File: src/rtl/assert_macros.svh
// Assertion macros used by the top RTL file of the padded integer text block.
`ifndef ASSERT_MACROS_SVH
`define ASSERT_MACROS_SVH

// Checks that an expression holds at every clock edge outside reset.
`define ASSERT_ALWAYS(label, expr, msg) \
  label: assert property (@(posedge clk_i) disable iff (!rst_ni) (expr)) \
    else $error(msg);

// Checks that a consequent holds in the same cycle as its antecedent.
`define ASSERT_IMPLIES(label, ante, cons, msg) \
  label: assert property (@(posedge clk_i) disable iff (!rst_ni) (ante) |-> (cons)) \
    else $error(msg);

`endif

File: src/rtl/itpt_pkg.sv
// Shared types, constants and a helper function of the padded integer text block.
package itpt_pkg;

  // Field and datapath widths.
  localparam int unsigned MagW      = 64;
  localparam int unsigned DecDigits = 20;
  localparam int unsigned BcdW      = 4 * DecDigits;
  localparam int unsigned PosW      = 7;
  localparam int unsigned MaxField  = 62;

  // Radix mode codes of the input item.
  localparam logic [2:0] RadixDec   = 3'd0;
  localparam logic [2:0] RadixOct   = 3'd1;
  localparam logic [2:0] RadixHexLo = 3'd2;
  localparam logic [2:0] RadixHexUp = 3'd3;
  localparam logic [2:0] RadixChar  = 3'd4;

  // Sign style codes for positive values.
  localparam logic [1:0] SignNone  = 2'd0;
  localparam logic [1:0] SignBlank = 2'd1;
  localparam logic [1:0] SignPlus  = 2'd2;

  // Character codes.
  localparam logic [7:0] ChSpace = 8'h20;
  localparam logic [7:0] ChZero  = 8'h30;
  localparam logic [7:0] ChMinus = 8'h2D;
  localparam logic [7:0] ChPlus  = 8'h2B;
  localparam logic [7:0] ChLowX  = 8'h78;
  localparam logic [7:0] ChUpX   = 8'h58;
  localparam logic [7:0] ChLowA  = 8'h61;
  localparam logic [7:0] ChUpA   = 8'h41;

  // Number base of a conversion.
  typedef enum logic [1:0] {
    BASE_DEC = 2'd0,
    BASE_OCT = 2'd1,
    BASE_HEX = 2'd2
  } base_e;

  // Decoded format of one conversion, held for the whole item.
  typedef struct packed {
    base_e       base;
    logic        upper;
    logic        alt;
    logic        zpad;
    logic        ladj;
    logic        sgn;
    logic        neg;
    logic [1:0]  style;
    logic [5:0]  width;
    logic        has_prec;
    logic [5:0]  prec;
    logic        mag_zero;
    logic        char_mode;
    logic [7:0]  char_byte;
  } fmt_t;

  // Maps a digit value to its character.
  function automatic logic [7:0] digit_char(input logic [3:0] d, input logic upper);
    logic [7:0] ch;
    if (d < 4'd10) begin
      ch = ChZero + {4'd0, d};
    end else begin
      ch = (upper ? ChUpA : ChLowA) + {4'd0, d} - 8'd10;
    end
    return ch;
  endfunction

endpackage

File: src/rtl/itpt_digits.sv
// Digit extraction unit: binary-to-BCD shifter and digit store.
module itpt_digits import itpt_pkg::*; #(
  parameter int unsigned MAX_DIGITS = 22,
  localparam int unsigned LenW = $clog2(MAX_DIGITS + 1),
  localparam int unsigned IdxW = $clog2(MAX_DIGITS)
) (
  input  logic            clk_i,
  input  logic            rst_ni,
  input  logic            start_i,
  input  logic [MagW-1:0] mag_i,
  input  base_e           base_i,
  input  logic            upper_i,
  output logic            busy_o,
  output logic [LenW-1:0] len_o,
  input  logic [IdxW-1:0] rd_idx_i,
  output logic [7:0]      rd_data_o
);

  typedef enum logic [2:0] {
    DIG_IDLE    = 3'b001,
    DIG_DABBLE  = 3'b010,
    DIG_EXTRACT = 3'b100
  } dig_state_e;

  dig_state_e      state_q, state_d;
  logic [5:0]      step_q, step_d;
  logic [LenW-1:0] len_q, len_d;
  logic [MagW-1:0] bin_q, bin_d;
  logic [BcdW-1:0] work_q, work_d;
  base_e           base_q;
  logic            upper_q;
  logic [BcdW-1:0] work_adj;
  logic [BcdW-1:0] work_shr;
  logic [3:0]      digit_val;
  logic            store_we;
  logic [7:0]      store_q [MAX_DIGITS];
  logic [7:0]      rd_data_q;

  // Add-three correction on every BCD digit before the shift.
  always_comb begin
    for (int g = 0; g < DecDigits; g++) begin
      work_adj[4*g +: 4] = (work_q[4*g +: 4] >= 4'd5) ? work_q[4*g +: 4] + 4'd3
                                                      : work_q[4*g +: 4];
    end
  end

  // Low digit of the work register and the register shifted past it.
  always_comb begin
    if (base_q == BASE_OCT) begin
      digit_val = {1'b0, work_q[2:0]};
      work_shr  = work_q >> 3;
    end else begin
      digit_val = work_q[3:0];
      work_shr  = work_q >> 4;
    end
  end

  // Sequencer for the shifter and the extraction loop.
  always_comb begin
    state_d  = state_q;
    step_d   = step_q;
    len_d    = len_q;
    bin_d    = bin_q;
    work_d   = work_q;
    store_we = 1'b0;
    unique case (state_q)
      DIG_IDLE: begin
        if (start_i) begin
          len_d  = '0;
          step_d = '0;
          if (base_i == BASE_DEC) begin
            bin_d   = mag_i;
            work_d  = '0;
            state_d = DIG_DABBLE;
          end else begin
            work_d  = BcdW'(mag_i);
            state_d = DIG_EXTRACT;
          end
        end
      end
      DIG_DABBLE: begin
        work_d = {work_adj[BcdW-2:0], bin_q[MagW-1]};
        bin_d  = {bin_q[MagW-2:0], 1'b0};
        step_d = step_q + 6'd1;
        if (step_q == 6'd63) begin
          state_d = DIG_EXTRACT;
        end
      end
      DIG_EXTRACT: begin
        store_we = 1'b1;
        work_d   = work_shr;
        len_d    = len_q + LenW'(1);
        if ((work_shr == '0) || (len_q == LenW'(MAX_DIGITS - 1))) begin
          state_d = DIG_IDLE;
        end
      end
      default: state_d = DIG_IDLE;
    endcase
  end

  // Control registers.
  always_ff @(posedge clk_i or negedge rst_ni) begin
    if (!rst_ni) begin
      state_q <= DIG_IDLE;
      len_q   <= '0;
    end else begin
      state_q <= state_d;
      len_q   <= len_d;
    end
  end

  // Datapath registers.
  always_ff @(posedge clk_i) begin
    step_q <= step_d;
    bin_q  <= bin_d;
    work_q <= work_d;
    if (start_i && (state_q == DIG_IDLE)) begin
      base_q  <= base_i;
      upper_q <= upper_i;
    end
  end

  // Digit store, least significant digit first, with a registered read port.
  always_ff @(posedge clk_i) begin
    if (store_we) begin
      store_q[len_q[IdxW-1:0]] <= digit_char(digit_val, upper_q);
    end
    rd_data_q <= store_q[rd_idx_i];
  end

  assign rd_data_o = rd_data_q;
  assign busy_o    = (state_q != DIG_IDLE);
  assign len_o     = len_q;

endmodule

File: src/rtl/itpt_emit.sv
// Field layout and character serializer with the output register.
module itpt_emit import itpt_pkg::*; #(
  parameter int unsigned MAX_DIGITS = 22,
  localparam int unsigned LenW = $clog2(MAX_DIGITS + 1),
  localparam int unsigned IdxW = $clog2(MAX_DIGITS)
) (
  input  logic            clk_i,
  input  logic            rst_ni,
  input  logic            start_i,
  input  fmt_t            fmt_i,
  input  logic [LenW-1:0] len_i,
  output logic            busy_o,
  output logic [IdxW-1:0] rd_idx_o,
  input  logic [7:0]      rd_data_i,
  output logic            out_valid_o,
  input  logic            out_ready_i,
  output logic [7:0]      char_out_o,
  output logic            last_char_o
);

  typedef enum logic [3:0] {
    EM_IDLE   = 4'b0001,
    EM_LAYOUT = 4'b0010,
    EM_BOUNDS = 4'b0100,
    EM_RUN    = 4'b1000
  } em_state_e;

  em_state_e       state_q, state_d;
  logic [PosW-1:0] pos_q, pos_d;
  logic            out_valid_q, out_valid_d;
  logic [7:0]      char_q;
  logic            last_q;

  logic [PosW-1:0] len7, prec7, width7;
  logic [PosW-1:0] lz0, body, pad;
  logic [PosW-1:0] leftsp, rightsp, lz;
  logic [1:0]      prelen;
  logic [7:0]      pre0, pre1;

  logic [PosW-1:0] leftsp_q, rightsp_q, lz_q;
  logic [1:0]      prelen_q;
  logic [7:0]      pre0_q, pre1_q;

  logic [PosW-1:0] b2, b3, b4, total;
  logic [PosW-1:0] b1_q, b2_q, b3_q, b4_q, last_pos_q;

  logic            load;
  logic [PosW-1:0] dig_k, dig_idx;
  logic [7:0]      next_char;

  assign len7   = PosW'(len_i);
  assign prec7  = PosW'(fmt_i.prec);
  assign width7 = PosW'(fmt_i.width);

  // Precision zeros, prefix and padding of the field.
  always_comb begin
    lz0    = (fmt_i.has_prec && (prec7 > len7)) ? prec7 - len7 : '0;
    prelen = 2'd0;
    pre0   = ChZero;
    pre1   = ChZero;
    if (fmt_i.base == BASE_OCT) begin
      if (fmt_i.alt && !fmt_i.mag_zero && (lz0 == '0)) begin
        prelen = 2'd1;
      end
    end else if (fmt_i.base == BASE_HEX) begin
      if (fmt_i.alt && !fmt_i.mag_zero) begin
        prelen = 2'd2;
        pre1   = fmt_i.upper ? ChUpX : ChLowX;
      end
    end else if (fmt_i.sgn) begin
      if (fmt_i.neg) begin
        prelen = 2'd1;
        pre0   = ChMinus;
      end else if (fmt_i.style[1]) begin
        prelen = 2'd1;
        pre0   = ChPlus;
      end else if (fmt_i.style == SignBlank) begin
        prelen = 2'd1;
        pre0   = ChSpace;
      end
    end
    body    = PosW'(prelen) + lz0 + len7;
    pad     = (width7 > body) ? width7 - body : '0;
    leftsp  = fmt_i.ladj ? '0 : pad;
    rightsp = fmt_i.ladj ? pad : '0;
    lz      = lz0;
    if (fmt_i.zpad && !fmt_i.has_prec) begin
      lz     = lz0 + leftsp;
      leftsp = '0;
    end
  end

  // Section boundaries as character positions.
  assign b2    = leftsp_q + PosW'(prelen_q);
  assign b3    = b2 + lz_q;
  assign b4    = b3 + len7;
  assign total = b4 + rightsp_q;

  // Store address of the digit at the next position; the registered read
  // delivers it in step with the position register.
  assign dig_k    = pos_d - b3;
  assign dig_idx  = len7 - PosW'(1) - dig_k;
  assign rd_idx_o = dig_idx[IdxW-1:0];

  // Character at the current position.
  always_comb begin
    if (fmt_i.char_mode) begin
      next_char = fmt_i.char_byte;
    end else if (pos_q < b1_q) begin
      next_char = ChSpace;
    end else if (pos_q < b2_q) begin
      next_char = (pos_q == b1_q) ? pre0_q : pre1_q;
    end else if (pos_q < b3_q) begin
      next_char = ChZero;
    end else if (pos_q < b4_q) begin
      next_char = rd_data_i;
    end else begin
      next_char = ChSpace;
    end
  end

  assign load = (state_q == EM_RUN) && (!out_valid_q || out_ready_i);

  // Serializer sequencer.
  always_comb begin
    state_d = state_q;
    pos_d   = pos_q;
    unique case (state_q)
      EM_IDLE: begin
        if (start_i) begin
          pos_d   = '0;
          state_d = EM_LAYOUT;
        end
      end
      EM_LAYOUT: state_d = EM_BOUNDS;
      EM_BOUNDS: state_d = EM_RUN;
      EM_RUN: begin
        if (load) begin
          pos_d = pos_q + PosW'(1);
          if (pos_q == last_pos_q) begin
            state_d = EM_IDLE;
          end
        end
      end
      default: state_d = EM_IDLE;
    endcase
  end

  // Output beat valid: set on a load, cleared when the beat is taken.
  always_comb begin
    out_valid_d = out_valid_q;
    if (load) begin
      out_valid_d = 1'b1;
    end else if (out_ready_i) begin
      out_valid_d = 1'b0;
    end
  end

  // Control registers.
  always_ff @(posedge clk_i or negedge rst_ni) begin
    if (!rst_ni) begin
      state_q     <= EM_IDLE;
      pos_q       <= '0;
      out_valid_q <= 1'b0;
    end else begin
      state_q     <= state_d;
      pos_q       <= pos_d;
      out_valid_q <= out_valid_d;
    end
  end

  // Layout and output payload registers.
  always_ff @(posedge clk_i) begin
    if (state_q == EM_LAYOUT) begin
      leftsp_q  <= leftsp;
      rightsp_q <= rightsp;
      lz_q      <= lz;
      prelen_q  <= prelen;
      pre0_q    <= pre0;
      pre1_q    <= pre1;
    end
    if (state_q == EM_BOUNDS) begin
      b1_q       <= leftsp_q;
      b2_q       <= b2;
      b3_q       <= b3;
      b4_q       <= b4;
      last_pos_q <= fmt_i.char_mode ? '0 : total - PosW'(1);
    end
    if (load) begin
      char_q <= next_char;
      last_q <= (pos_q == last_pos_q);
    end
  end

  assign busy_o      = (state_q != EM_IDLE);
  assign out_valid_o = out_valid_q;
  assign char_out_o  = char_q;
  assign last_char_o = last_q;

endmodule

File: src/rtl/integer_to_padded_text.sv
// Decimal items first pass through the binary-to-BCD shifter; numeric items then pass
// through the extraction loop (1 to 22 digits), and every item that prints goes through
// the layout and bounds states and the output register (up to 64 characters).
// The input stays closed while an item is in progress, including any output stalls;
// it reopens after the serializer and then the item sequencer return to idle.
// Reset clears the sequencers and the output valid; the digit store is not reset.
`include "assert_macros.svh"

module integer_to_padded_text import itpt_pkg::*; #(
  parameter int unsigned MAX_DIGITS = 22
) (
  input  logic              clk_i,
  input  logic              rst_ni,
  input  logic              in_valid_i,
  output logic              in_ready_o,
  input  logic [63:0]       magnitude_i,
  input  logic              is_negative_i,
  input  logic              is_signed_i,
  input  logic [2:0]        radix_mode_i,
  input  logic              alternate_form_i,
  input  logic              zero_pad_i,
  input  logic              left_adjust_i,
  input  logic [1:0]        sign_style_i,
  input  logic [5:0]        field_width_i,
  input  logic signed [6:0] min_digits_i,
  output logic              out_valid_o,
  input  logic              out_ready_i,
  output logic [7:0]        char_out_o,
  output logic              last_char_o
);

  localparam int unsigned LenW = $clog2(MAX_DIGITS + 1);
  localparam int unsigned IdxW = $clog2(MAX_DIGITS);

  typedef enum logic [2:0] {
    ST_IDLE   = 3'b001,
    ST_DIGITS = 3'b010,
    ST_EMIT   = 3'b100
  } top_state_e;

  top_state_e      state_q, state_d;
  fmt_t            fmt_q, fmt_d;
  logic            in_fire;
  logic            skip;
  logic            dig_start, emit_start;
  logic            dig_busy, emit_busy;
  logic [LenW-1:0] dig_len;
  logic [IdxW-1:0] rd_idx;
  logic [7:0]      rd_data;

  assign in_ready_o = (state_q == ST_IDLE);
  assign in_fire    = in_valid_i && in_ready_o;

  // Decode and saturate the format of the incoming item.
  always_comb begin
    fmt_d.upper     = (radix_mode_i == RadixHexUp);
    fmt_d.char_mode = (radix_mode_i == RadixChar);
    unique case (radix_mode_i) inside
      RadixOct:               fmt_d.base = BASE_OCT;
      RadixHexLo, RadixHexUp: fmt_d.base = BASE_HEX;
      default:                fmt_d.base = BASE_DEC;
    endcase
    fmt_d.alt       = alternate_form_i;
    fmt_d.zpad      = zero_pad_i;
    fmt_d.ladj      = left_adjust_i;
    fmt_d.sgn       = is_signed_i;
    fmt_d.neg       = is_negative_i;
    fmt_d.style     = sign_style_i;
    fmt_d.width     = (field_width_i > 6'(MaxField)) ? 6'(MaxField) : field_width_i;
    fmt_d.has_prec  = !min_digits_i[6];
    fmt_d.prec      = !fmt_d.has_prec ? 6'd0
                    : (min_digits_i[5:0] > 6'(MaxField)) ? 6'(MaxField)
                    : min_digits_i[5:0];
    fmt_d.mag_zero  = (magnitude_i == '0);
    fmt_d.char_byte = magnitude_i[7:0];
  end

  // Zero printed with a precision of zero yields no characters.
  assign skip = fmt_d.has_prec && (fmt_d.prec == 6'd0) && fmt_d.mag_zero;

  // Item sequencer: digits first (not in character mode), then layout and serialization.
  always_comb begin
    state_d    = state_q;
    dig_start  = 1'b0;
    emit_start = 1'b0;
    unique case (state_q)
      ST_IDLE: begin
        if (in_fire) begin
          if (fmt_d.char_mode) begin
            emit_start = 1'b1;
            state_d    = ST_EMIT;
          end else if (!skip) begin
            dig_start = 1'b1;
            state_d   = ST_DIGITS;
          end
        end
      end
      ST_DIGITS: begin
        if (!dig_busy) begin
          emit_start = 1'b1;
          state_d    = ST_EMIT;
        end
      end
      ST_EMIT: begin
        if (!emit_busy) begin
          state_d = ST_IDLE;
        end
      end
      default: state_d = ST_IDLE;
    endcase
  end

  always_ff @(posedge clk_i or negedge rst_ni) begin
    if (!rst_ni) begin
      state_q <= ST_IDLE;
    end else begin
      state_q <= state_d;
    end
  end

  // Format of the current item.
  always_ff @(posedge clk_i) begin
    if (in_fire) begin
      fmt_q <= fmt_d;
    end
  end

  itpt_digits #(
    .MAX_DIGITS (MAX_DIGITS)
  ) u_digits (
    .clk_i     (clk_i),
    .rst_ni    (rst_ni),
    .start_i   (dig_start),
    .mag_i     (magnitude_i),
    .base_i    (fmt_d.base),
    .upper_i   (fmt_d.upper),
    .busy_o    (dig_busy),
    .len_o     (dig_len),
    .rd_idx_i  (rd_idx),
    .rd_data_o (rd_data)
  );

  itpt_emit #(
    .MAX_DIGITS (MAX_DIGITS)
  ) u_emit (
    .clk_i       (clk_i),
    .rst_ni      (rst_ni),
    .start_i     (emit_start),
    .fmt_i       (fmt_q),
    .len_i       (dig_len),
    .busy_o      (emit_busy),
    .rd_idx_o    (rd_idx),
    .rd_data_i   (rd_data),
    .out_valid_o (out_valid_o),
    .out_ready_i (out_ready_i),
    .char_out_o  (char_out_o),
    .last_char_o (last_char_o)
  );

  // The input side opens only when both units are idle.
  `ASSERT_IMPLIES(a_ready_idle, in_ready_o, !dig_busy && !emit_busy, "ready while a unit is busy")
  // Digit extraction and serialization never overlap.
  `ASSERT_ALWAYS(a_units_exclusive, !(dig_busy && emit_busy), "digit and emit units both busy")
  // The serializer finishes exactly when it loads the final beat.
  `ASSERT_IMPLIES(a_last_on_finish, $fell(emit_busy), out_valid_o && last_char_o, "finish without last beat")

endmodule

File: config.mk
export PLATFORM = sky130hd
export DESIGN_NAME = integer_to_padded_text
export DESIGN_NICKNAME = d
export VERILOG_FILES = /design/src/rtl/itpt_pkg.sv /design/src/rtl/itpt_digits.sv /design/src/rtl/itpt_emit.sv /design/src/rtl/integer_to_padded_text.sv
export VERILOG_INCLUDE_DIRS = /design/src /design/src/rtl
export SDC_FILE = /design/constraint.sdc
export NUM_CORES = 1
export LEC_CHECK = 0
export BUFFER_PORTS_ARGS = -buffer_cell sky130_fd_sc_hd__buf_2
export CELL_PAD_IN_SITES_DETAIL_PLACEMENT = 0
export CELL_PAD_IN_SITES_GLOBAL_PLACEMENT = 1
export CORE_MARGIN = 2
export CORE_UTILIZATION = 40
export DETAILED_ROUTE_END_ITERATION = 7
export GPL_TIMING_DRIVEN = 0
export PLACE_DENSITY_LB_ADDON = 0.1
export SYNTH_ARGS = -nofsm -noshare
export SYNTH_HDL_FRONTEND = slang
export SYNTH_SLANG_ARGS = --single-unit
File: constraint.sdc
create_clock -name clk_i -period 7.5 [get_ports clk_i]
set_clock_uncertainty 0.1 [all_clocks]
set_input_delay 1.125 -clock clk_i [delete_from_list [all_inputs] [get_ports clk_i]]
set_output_delay 1.125 -clock clk_i [all_outputs]
set_load 0.03 [all_outputs]
==> metrics.md <==
| Metric | Value |
|---|---|
| Status | `finished clean` |
| Clk root buf | `clkbuf_16` |
| IO Pins | `102` |
| Clk buf depth | `3` |
| Cell taking the most area after synthesis | `edfxtp_1` |
| Post-Syn Instances | `2,046` |
| # diodes | `0` |
| Iteration-0 DRC Markers | `1,215` |
| Least-Margin Pin Slew | `1.20 ns` |
| GRT Total Usage | `0.235` |
| Most common cell type on the critical path | `ha_1` |
| 1st-pass router iterations | `5` |
| Distinct cell type count after synthesis | `67` |
| CP arrival | `7.29 ns` |
| CP endpoint kind | `register` |
| # nets final | `about 2,500` |
| WL final | `70.8 mm` |
| Synth area leaders | `edfxtp_1 53%, ha_1 6.7%, nand2_1 5.5%, mux4_2 4.0%, a21oi_1 4.0%` |
| GP Congestion | `0.877` |
| Top_reg_cell synth | `edfxtp_1` |
| Post-route ant nets | `0` |
| Placed instance count | `~3,000` |
| First-pass GRT wire length | `106 mm` |
| DRC Markers | `0` |
| Hold-fix buffers at CTS | `0` |
| Largest net degree at the start of global routing | `53` |
| Vias in the first global route | `~17,000` |
| Sequential share of the synthesized area | `0.559` |
| Fin crit share | `0.938` |
| Util after Layout | `0.468` |
| Die Area | `~0.061 sq mm` |
| Non-filler cells, final | `3,029` |
| Synth warn | `0` |
| Fmax | `0.142 GHz` |
| Power density over the cells | `311 mW/mm^2` |
| Total congestion overflow | `0` |
| Min Tclk post-route | `7.04 ns` |
| Slowest stage delay, CP | `0.43 ns` |
| Pre-CTS setup slack | `-0.796 ns` |
| CTS tree | `yes` |
| Share of cells above drive strength 1 | `0.130` |
| Max_cap viols | `0` |
| Syn_nets | `2,277` |
| Die height | `246 um` |
| CP required | `7.75 ns` |
| Post-Syn Area per Cell | `roughly 11 sq um` |
| Top-area cell type share of the netlist area | `0.528` |
| Syn-to-layout area delta | `15.4%` |
| CTS buffer count | `52` |
| Crit-path slowest cell | `dfrtp_2` |
| Worst-path clk slew | `0.06 ns` |
| Leakage | `10.3 nW` |
| Worst Path Max Fanout | `10` |
| Synthesized flop and latch total | `443` |
| Floorplan core area | `~0.058 sq mm` |
| Final setup margin | `0.463 ns` |
| Clock latency on the worst-skew pair | `0.63 ns` |
| Most common cell in the netlist | `edfxtp_1` |
| Detail Placement HPWL | `just over 50 mm` |
| Final Max Tran Viols | `0` |
| Detailed-route via count | `16,800` |
| Die Width | `around 250 um` |
| Clock sinks | `around 440` |
| Starting density of the core | `0.405` |
| Initial antenna violation count | `1` |
| Hold WC Path Type | `reg2reg` |
| H-tree levels | `2` |
| Worst slew margin | `0.187` |
| Via density | `between 5 and 6` |
| Worst vdd ir | `328 uV` |
| Mean routed wirelength per cell | `23.4 um` |
| Rows | `about 90` |
| Worst setup SP type | `register` |
| CP Class | `reg2reg` |
| Fill cells | `5,440` |
| Post-synthesis instance area | `between 0.02 and 0.025 sq mm` |
| Tot Pwr | `8.44 mW` |
| Final setup viols | `0` |
| Commonest cells in the netlist | `413 x edfxtp_1, 343 x nand2_1, 187 x a21oi_1` |
| Number of I/O port buffers | `around 100` |
| Hold Fails Final Rpt | `0` |
| EDFF count, synth | `413` |
| Async set or reset register ratio after synthesis | `0.0519` |
-- logic make-up after synthesis --
kind of cell | after synthesis | synth area share
XOR/XNOR | 81 | 0.0311
flip-flops | 443 | 0.559
AND/OR/NAND/NOR | 688 | 0.136
multiplexers | 79 | 0.0564
buffers and inverters | 214 | 0.0343
adder cells (fa/ha/maj) | 140 | 0.0794
AO/OA/AOI/OAI | 401 | 0.104
-- repair_timing --
action                                 in CTS  in global routing
endpoints found under the hold margin       0                  0
buffers inserted                            1                  7
gates cloned                                0                  0
pin swaps                                   0                  3
resized for setup                           8                 11
setup endpoints to repair                   5                  4
-- per-stage QoR --
step	hold slack, ns	TNS, ns	area (sq um)
final	0.371	0	27100
after global routing	0.385	-0.0412	27100
after CTS	0.376	0	27000
after detailed placement	0.372	-1.73	25200
after global placement	0.367	-99.48	24900
after floorplan	0.331	0	23500
-- critical path, delay by kind of cell (launching register included) --
kind / cells / cell delay, ns
compound gates: 12 / 2.45
buf+inv: 5 / 0.76
flops: 1 / 0.43
simple gates: 5 / 0.76
fa+ha+maj: 7 / 2.29
-- state kept, by name (all words and copies together) (netlist names), 5 cells and up --
register and count:
fmt_q 33, u_emit.char_out_o 8, u_emit.b4_q 7, u_digits.len_o 5, u_emit.last_pos_q 7, u_emit.lz_q 7, u_emit.rightsp_q 7, u_emit.b2_q 7
u_digits.work_q 80, u_digits.step_q 6, u_emit.b1_q 7, u_digits.bin_q 64, u_emit.pos_q 7, u_emit.leftsp_q 7, u_digits.rd_data_o 7, u_digits.store_q 154
u_emit.b3_q 7
-- metal layers --
metal | global-route usage | routed length (um) | vias up
met5 | 0 | 0 | -
met4 | 0.0689 | 1960 | 0
met3 | 0.0406 | 4070 | 107
met2 | 0.377 | 33000 | 524
met1 | 0.326 | 31700 | 8301
li1 | - | - | 7829
-- cell usage in the layout, fill, tap and decap left out, types with 8 or more instances in the layout --
master,synthesis,routed
and2_1,11,10
mux4_2,42,42
nand2b_1,29,29
and3_1,8,8
o221ai_1,33,33
dfrtp_1,20,16
nor3b_1,34,33
buf_2,2,103
a21o_1,24,24
mux2i_1,30,30
clkinv_1,0,13
edfxtp_1,413,413
nor2b_1,20,20
nand3_1,25,24
nor4_1,33,32
nor3_1,16,15
nand4_1,12,12
ha_1,125,125
bufinv_16,0,9
clkbuf_16,0,52
xor2_1,29,29
inv_1,135,133
o31ai_1,12,11
xnor2_1,50,49
a21oi_1,187,185
clkbuf_1,68,74
buf_4,0,18
nor2_1,123,122
nand2_1,343,343
buf_1,9,9
fa_1,15,15
o22ai_1,13,13
o21ai_0,77,75
-- worst paths after layout --
| kind | startpoint | endpoint | slack (ns) | depth (start not counted) |
|---|---|---|---|---|
| min reg2reg | u_emit.leftsp_q[0] | u_emit.b1_q[0] | 0.37 | 0 |
| max | u_digits.len_o[2] | u_emit.lz_q[6] | 0.46 | 29 |
| min in group asynchronous | rst_ni | u_emit.pos_q[6] | 0.44 | 1 |
| min | u_emit.leftsp_q[0] | u_emit.b1_q[0] | 0.37 | 0 |
| max reg2reg | u_digits.len_o[2] | u_emit.lz_q[6] | 0.46 | 29 |
| max in group asynchronous | rst_ni | u_digits.len_o[1] | 6.36 | 1 |
-- report_power, final --
| part | total (mW) | internal [mW] | switching [mW] |
|---|---|---|---|
| logic | 2.81 | 1.21 | 1.60 |
| registers | 2.96 | 2.89 | 0.0642 |
| clock network | 2.67 | 1.60 | 1.07 |
-- final cells by class --
class	instances	area (sq um)	area share
Clock buffer	60	1340	0.0495
Tap cell	765	957	0.0353
Buffer	79	303	0.0112
Timing Repair Buffer	122	727	0.0268
Multi-Input combinational cell	1389	9660	0.357
Clock inverter	36	457	0.0169
Sequential cell	443	13100	0.485
Inverter	135	514	0.0190
(Power assumes the default switching activity.)
